## src/hdl/bdq_pkg.sv

```systemverilog
// ----------------------------------------------------------------------------
// bdq_pkg
// Shared types and constants for the bounded double-ended queue.
// ----------------------------------------------------------------------------
package bdq_pkg;

   localparam int REQ_W   = 3;
   localparam int WORD_W  = 32;
   localparam int CAP_W   = 5;

   localparam logic [REQ_W-1:0] REQ_PUSH_FRONT = 3'd0;
   localparam logic [REQ_W-1:0] REQ_PUSH_BACK  = 3'd1;
   localparam logic [REQ_W-1:0] REQ_POP_FRONT  = 3'd2;
   localparam logic [REQ_W-1:0] REQ_POP_BACK   = 3'd3;
   localparam logic [REQ_W-1:0] REQ_QUERY      = 3'd4;

   localparam logic [CAP_W-1:0] CAP_RESET = 5'd16;

   // controller to datapath commands
   typedef struct packed {
      logic load;   // capture the request
      logic exec;   // apply the operation
      logic read;   // read front and rear, capture flags
   } cmd_type;

endpackage

```

## src/hdl/bounded_double_ended_queue_top.sv

```systemverilog
// ----------------------------------------------------------------------------
// bounded_double_ended_queue_top
// An accepted request steps through execute, memory read and respond; the response
// strobe is raised in respond, and the next request is taken while responding.
// Reset: queue empty, head at slot zero, capacity 16; storage is not cleared.
// Responses cannot be stalled.
// ----------------------------------------------------------------------------
module bounded_double_ended_queue_top import bdq_pkg::*; #(
   parameter int DEPTH = 16
) (
   input  logic                     clock,
   input  logic                     reset,
   input  logic                     start,
   output logic                     busy,
   input  logic [REQ_W-1:0]         req_type,
   input  logic signed [WORD_W-1:0] req_value,
   input  logic                     csr_wr_en,
   input  logic [CAP_W-1:0]         csr_wr_data,
   output logic                     rsp_strobe,
   output logic                     rsp_ok,
   output logic signed [WORD_W-1:0] rsp_front_value,
   output logic signed [WORD_W-1:0] rsp_rear_value,
   output logic                     rsp_is_empty,
   output logic                     rsp_is_full
);

   cmd_type cmd;

   bdq_ctrl u_ctrl (
      .clock      (clock),
      .reset      (reset),
      .start      (start),
      .busy       (busy),
      .rsp_strobe (rsp_strobe),
      .cmd        (cmd)
   );

   bdq_dpath #(
      .DEPTH (DEPTH)
   ) u_dpath (
      .clock           (clock),
      .reset           (reset),
      .cmd             (cmd),
      .req_type        (req_type),
      .req_value       (req_value),
      .csr_wr_en       (csr_wr_en),
      .csr_wr_data     (csr_wr_data),
      .rsp_ok          (rsp_ok),
      .rsp_front_value (rsp_front_value),
      .rsp_rear_value  (rsp_rear_value),
      .rsp_is_empty    (rsp_is_empty),
      .rsp_is_full     (rsp_is_full)
   );

endmodule

```

## src/hdl/bdq_ctrl.sv

```systemverilog
// ----------------------------------------------------------------------------
// bdq_ctrl
// Sequencer: capture, execute, read, respond.
// ----------------------------------------------------------------------------
module bdq_ctrl import bdq_pkg::*; (
   input  logic    clock,
   input  logic    reset,
   input  logic    start,
   output logic    busy,
   output logic    rsp_strobe,
   output cmd_type cmd
);

   localparam logic [1:0] ST_IDLE = 2'd0;
   localparam logic [1:0] ST_EXEC = 2'd1;
   localparam logic [1:0] ST_READ = 2'd2;
   localparam logic [1:0] ST_RESP = 2'd3;

   logic [1:0] state_ff;
   logic [1:0] state_in;
   logic       accept;

   assign busy       = (state_ff == ST_EXEC) || (state_ff == ST_READ);
   assign rsp_strobe = (state_ff == ST_RESP);
   assign accept     = start && !busy;

   always_comb begin
      state_in = state_ff;
      unique case (state_ff)
         ST_IDLE: state_in = accept ? ST_EXEC : ST_IDLE;
         ST_EXEC: state_in = ST_READ;
         ST_READ: state_in = ST_RESP;
         ST_RESP: state_in = accept ? ST_EXEC : ST_IDLE;
      endcase
   end

   always_comb begin
      cmd.load = accept;
      cmd.exec = (state_ff == ST_EXEC);
      cmd.read = (state_ff == ST_READ);
   end

   always_ff @(posedge clock) begin
      if (reset) begin
         state_ff <= ST_IDLE;
      end else begin
         state_ff <= state_in;
      end
   end

endmodule

```

## src/hdl/bdq_dpath.sv

```systemverilog
// ----------------------------------------------------------------------------
// bdq_dpath
// Ring buffer storage, head and occupancy registers, response registers.
// ----------------------------------------------------------------------------
module bdq_dpath import bdq_pkg::*; #(
   parameter int DEPTH = 16
) (
   input  logic                     clock,
   input  logic                     reset,
   input  cmd_type                  cmd,
   input  logic [REQ_W-1:0]         req_type,
   input  logic signed [WORD_W-1:0] req_value,
   input  logic                     csr_wr_en,
   input  logic [CAP_W-1:0]         csr_wr_data,
   output logic                     rsp_ok,
   output logic signed [WORD_W-1:0] rsp_front_value,
   output logic signed [WORD_W-1:0] rsp_rear_value,
   output logic                     rsp_is_empty,
   output logic                     rsp_is_full
);

   localparam int AW = (DEPTH > 1) ? $clog2(DEPTH) : 1;
   localparam int OW = $clog2(DEPTH + 1);
   localparam int CW = (OW > CAP_W) ? OW : CAP_W;
   localparam int SW = AW + 2;

   logic [WORD_W-1:0] mem [DEPTH];

   logic [CAP_W-1:0]  cap_ff;
   logic [AW-1:0]     head_ff,  head_in;
   logic [OW-1:0]     occ_ff,   occ_in;
   logic [REQ_W-1:0]  req_ff;
   logic [WORD_W-1:0] value_ff;
   logic              ok_ff,    ok_in;
   logic              empty_ff, full_ff;
   logic [WORD_W-1:0] front_rd_ff, rear_rd_ff;

   logic [CW-1:0] cap_ext, cap_eff, occ_cw;
   logic          full, empty;
   logic [SW-1:0] head_s, back_sum, inc_sum, rear_sum, depth_s;
   logic [OW-1:0] occ_m1;
   logic [AW-1:0] head_dec, head_inc, back_slot, rear_slot, wr_addr;
   logic          wr_en;

   always_comb begin
      cap_ext = CW'(cap_ff);
      cap_eff = (cap_ext > CW'(DEPTH)) ? CW'(DEPTH) : cap_ext;
      occ_cw  = CW'(occ_ff);
      full    = (occ_cw >= cap_eff);
      empty   = (occ_ff == '0);

      depth_s  = SW'(DEPTH);
      head_s   = SW'(head_ff);
      occ_m1   = empty ? '0 : occ_ff - 1'b1;
      back_sum = head_s + SW'(occ_ff);
      inc_sum  = head_s + SW'(1);
      rear_sum = head_s + SW'(occ_m1);

      back_slot = (back_sum >= depth_s) ? AW'(back_sum - depth_s) : AW'(back_sum);
      head_inc  = (inc_sum  >= depth_s) ? AW'(inc_sum  - depth_s) : AW'(inc_sum);
      rear_slot = (rear_sum >= depth_s) ? AW'(rear_sum - depth_s) : AW'(rear_sum);
      head_dec  = (head_ff == '0) ? AW'(DEPTH - 1) : head_ff - 1'b1;
   end

   always_comb begin
      head_in = head_ff;
      occ_in  = occ_ff;
      ok_in   = 1'b0;
      wr_en   = 1'b0;
      wr_addr = back_slot;
      unique case (req_ff)
         REQ_PUSH_FRONT: begin
            if (!full) begin
               head_in = head_dec;
               occ_in  = occ_ff + 1'b1;
               ok_in   = 1'b1;
               wr_en   = 1'b1;
               wr_addr = head_dec;
            end
         end
         REQ_PUSH_BACK: begin
            if (!full) begin
               occ_in = occ_ff + 1'b1;
               ok_in  = 1'b1;
               wr_en  = 1'b1;
            end
         end
         REQ_POP_FRONT: begin
            if (!empty) begin
               head_in = head_inc;
               occ_in  = occ_ff - 1'b1;
               ok_in   = 1'b1;
            end
         end
         REQ_POP_BACK: begin
            if (!empty) begin
               occ_in = occ_ff - 1'b1;
               ok_in  = 1'b1;
            end
         end
         REQ_QUERY: ok_in = 1'b1;
         default:   ok_in = 1'b0;
      endcase
   end

   always_ff @(posedge clock) begin
      if (reset) begin
         cap_ff  <= CAP_RESET;
         head_ff <= '0;
         occ_ff  <= '0;
      end else begin
         if (csr_wr_en) begin
            cap_ff <= csr_wr_data;
         end
         if (cmd.exec) begin
            head_ff <= head_in;
            occ_ff  <= occ_in;
         end
      end
   end

   always_ff @(posedge clock) begin
      if (cmd.load) begin
         req_ff   <= req_type;
         value_ff <= req_value;
      end
      if (cmd.exec) begin
         ok_ff <= ok_in;
      end
      if (cmd.read) begin
         empty_ff <= empty;
         full_ff  <= full;
      end
   end

   // storage: one write port, two registered read ports
   always_ff @(posedge clock) begin
      if (cmd.exec && wr_en) begin
         mem[wr_addr] <= value_ff;
      end
      if (cmd.read) begin
         front_rd_ff <= mem[head_ff];
         rear_rd_ff  <= mem[rear_slot];
      end
   end

   assign rsp_ok          = ok_ff;
   assign rsp_is_empty    = empty_ff;
   assign rsp_is_full     = full_ff;
   assign rsp_front_value = empty_ff ? '1 : front_rd_ff;
   assign rsp_rear_value  = empty_ff ? '1 : rear_rd_ff;

endmodule

```

## config.mk

```make
export PLATFORM = sky130hd
export DESIGN_NAME = bounded_double_ended_queue_top
export DESIGN_NICKNAME = d
export VERILOG_FILES = /design/src/hdl/bdq_pkg.sv /design/src/hdl/bounded_double_ended_queue_top.sv /design/src/hdl/bdq_ctrl.sv /design/src/hdl/bdq_dpath.sv
export SDC_FILE = /design/constraint.sdc
export NUM_CORES = 1
export LEC_CHECK = 0
export BUFFER_PORTS_ARGS = -buffer_cell sky130_fd_sc_hd__buf_2
export CAP_MARGIN = 20
export CORE_MARGIN = 2
export CORE_UTILIZATION = 40
export CTS_BUF_LIST = sky130_fd_sc_hd__clkbuf_8
export DETAILED_ROUTE_END_ITERATION = 6
export HOLD_SLACK_MARGIN = 0.1
export PLACE_DENSITY_LB_ADDON = 0.3
export SYNTH_ARGS = -nofsm -noshare
export SYNTH_HDL_FRONTEND = slang
export SYNTH_SLANG_ARGS = --single-unit
```

## constraint.sdc

```tcl
create_clock -name clock -period 5.9 [get_ports clock]
set_input_delay 0.295 -clock clock [delete_from_list [all_inputs] [get_ports clock]]
set_output_delay 0.295 -clock clock [all_outputs]
set_load 0.005 [all_outputs]
```

==> results.py <==
metrics = {
    "yosys": {
        "synth_cells": 1429,
        "ys_types": 57,
        "ys_seq_area_frac": 0.662,
        "syn-cell-area_mm2": 0.0283,
        "yosys.area.top_type": "edfxtp_1",
        "syn-mean-instance-area_um2": 19.8,
        "syn_nets": 1495,
        "ys_seq_elements": 630,
        "yosys-top-cells-area": "edfxtp_1 65%, mux4_2 23%, or2_2 1.4%",
        "yosys_warnings": 0,
        "synth_top_area_share": 0.651,
        "synth_top_flop_cell": "edfxtp_1",
        "synthArstFlopShare": 0,
        "synth_edf_count": 614,
    },
    "cts": {
        "htree_levels": 3,
        "root_buffer": "clkbuf_8",
        "cts_tree": "yes",
        "clk_path_buf_depth": 3,
        "clock_latency_ps": 700,
        "cts_hold_buf": 51,
        "clock-sinks": 630,
        "clk_transition_reported_paths_ps": 60,
        "cts_setup_buffers": 0,
        "cts_resized": 0,
        "numCtsBuffers": 104,
    },
    "power": {
        "p_leak_nw": 10.2,
        "finalPower_mw": 11.1,
        "ir_drop_mv": 0.182,
        "powerDensity_mw_per_mm2": 342,
    },
    "cells_and_area": {
        "area_growth_syn_to_layout_pct": 14.8,
        "fin_nets": 1697,
        "utilization": 0.464,
        "drive_above_1_share": 0.394,
        "multiInputGateArea_mm2": 0.00922,
        "register_area_mm2": 0.0188,
        "n_fill_cell": 5925,
        "fin_cells": 2654,
    },
    "placement": {
        "place_congestion": 0.763,
        "place_ws_ps": 1620,
        "dp.cells": 2414,
        "dp_hpwl_um": 35500,
        "port_buffers": 112,
    },
    "routing": {
        "dr.pass1.iters": 5,
        "via_count": 15300,
        "routed_wl_um": 71100,
        "wire_per_inst_um": 26.8,
        "viasPerCell": 5.77,
        "ant_nets": 0,
        "drc": 0,
        "drtIter0Drc": 1547,
    },
    "outcome": {
        "status": "complete, no violations",
    },
    "timing": {
        "worst_slack_ps": 1660,
        "finalHoldViolCount": 0,
        "post-route-min-period_ps": 4240,
        "worst_slew_pin_slew_ps": 1050,
        "max_freq_mhz": 236,
        "tns_ps": 0,
        "fin_skew_ps": 37.0,
        "rsz0062_at_grt": "false",
        "setup_viol": 0,
        "drv_slew": 0,
        "slew_headroom": 0.302,
        "final.period_utilization": 0.719,
    },
    "worst_setup_path": {
        "arrival_ps": 4660,
        "r2r_setup_slack_ps": 1660,
        "worst_setup_path_end_kind": "flop",
        "path_max_fanout": 32,
        "crit_path_start": "u_dpath.occ_cw[1]$_SDFFE_PP0P_",
        "cp.required_ps": 6320,
        "r2r-start": "u_dpath.occ_cw[1]$_SDFFE_PP0P_",
        "critPathLaunchType": "flop",
        "crit_type": "flop to flop",
        "critPathCapture": "u_dpath.rear_rd_ff[2]$_DFFE_PP_",
        "timing.rr.end": "u_dpath.rear_rd_ff[2]$_DFFE_PP_",
        "rr_worst_depth": 13,
    },
    "floorplan": {
        "ios": 113,
        "die_x_um": 270,
        "initial_core_util": 0.404,
        "dieArea_mm2": 0.0729,
        "die_h_um": 270,
        "coreArea_mm2": 0.0700,
        "rows": 97,
    },
    "global_route": {
        "grt_pass1_wl_um": 104000,
        "grt_max_degree": 93,
        "grt_overflow": 0,
        "antenna_found_initial": 3,
        "grt_pass1_vias": 16100,
        "grt_usage": 0.195,
    },
    "hold_path": {
        "min_path_cells": 2,
        "worstHoldPathType": "primary input to flop",
    },
    "job": {
        "cap_viol_max_count": 0,
    },
}
layer usage:
layer / part of all wire / GRT usage / routed length (um)
met1: 0.40 / 0.254 / 28800
met3: 0.071 / 0.0405 / 5010
met2: 0.50 / 0.329 / 35900
met4: 0.020 / 0.0611 / 1410
met5: 0.00018 / 0 / 13
kinds of logic (layout without fill, tap and decap cells):
logic type,Yosys count,after routing,share of synthesized area
AND/OR/NAND/NOR,243,243,0.0458
other,0,2,0
AO/OA/AOI/OAI,106,106,0.0261
multiplexers,304,304,0.235
adder cells (fa/ha/maj),22,22,0.0102
XOR/XNOR,10,10,0.00336
buffers and inverters,114,397,0.0171
flip-flops,630,630,0.662
placed cells by master (no fill, tap or decap), types with 18 or more instances in the layout:
master / instances
edfxtp_1: 614
mux4_2: 288
buf_2: 112
clkbuf_8: 105
nand2_1: 74
or2_2: 65
dlygate4sd3_1: 51
inv_1: 38
nor2b_1: 38
a211oi_1: 33
a31oi_1: 33
buf_4: 31
clkinv_1: 27
nor2_1: 20
ha_1: 18
sequential cells by signal, indices dropped and copies added (netlist names):
name / count
u_dpath.front_rd_ff: 32
u_dpath.req_ff: 3
u_dpath.mem: 512
u_dpath.occ_cw: 5
u_dpath.rsp_ok: 1
u_dpath.value_ff: 32
u_dpath.rsp_is_empty: 1
u_dpath.rear_rd_ff: 32
u_dpath.head_ff: 4
u_ctrl.state_ff: 2
u_dpath.rsp_is_full: 1
u_dpath.cap_ext: 5
synthesized netlist by cell type, drive strengths merged (3+ instances only):
cell type    n
nor3b        4
buf         35
edfxtp     614
a31oi       34
ha          20
and2         3
nand2b       5
inv         11
nor2b       38
nand2       74
nor2        21
or2         65
nor3        21
o21a         4
xor2         3
dfxtp       16
mux2i        8
mux4       288
and3         3
mux2         8
o21ai        6
a211oi      34
clkbuf      67
a21oi       12
xnor2        7
where the power goes:
group	switching, mW	internal, mW
Sequential	0.235	5.34
Combinational	0.968	1.02
Clock	1.72	1.84
Total	2.92	8.19
stage by stage:
step	hold WS, ps	instance area [um^2]
floorplan	394	28300
global placement	471	30100
detailed placement	473	30100
CTS	233	32500
global route	274	32500
finish	293	32500
how the worst min path moves through the flow:
stage,startpoint,end,slack [ps]
2_1_floorplan,req_type[0],u_dpath.req_ff[0]$_DFFE_PP_,390
3_3_place_gp,req_type[0],u_dpath.req_ff[0]$_DFFE_PP_,470
3_5_place_dp,req_value[14],u_dpath.value_ff[14]$_DFFE_PP_,470
4_1_cts,req_value[18],u_dpath.value_ff[18]$_DFFE_PP_,230
5_1_grt,req_value[14],u_dpath.value_ff[14]$_DFFE_PP_,270
6_report,req_value[14],u_dpath.value_ff[14]$_DFFE_PP_,290
final cells by class:
cell class	instances	area share
sequential	630	0.577
multi-input combinational	685	0.283
clock buffer	105	0.0444
timing repair buffer	198	0.0426
tap	940	0.0362
clock inverter	82	0.0145
inverter	12	0.00139
antenna	2	0.000154
worst max-delay path, cell delays in order (launching register included):
cell      delay [ps]
dfxtp_1          530
inv_1            110
ha_1             250
nand2b_1         160
nor3_4            80
or2_2            330
inv_1             60
ha_1             220
a21o_1           180
a21oi_1          170
xor2_1           360
xnor2_4          150
buf_4            750
mux4_2           610
Power figures use the tool's default switching activity.
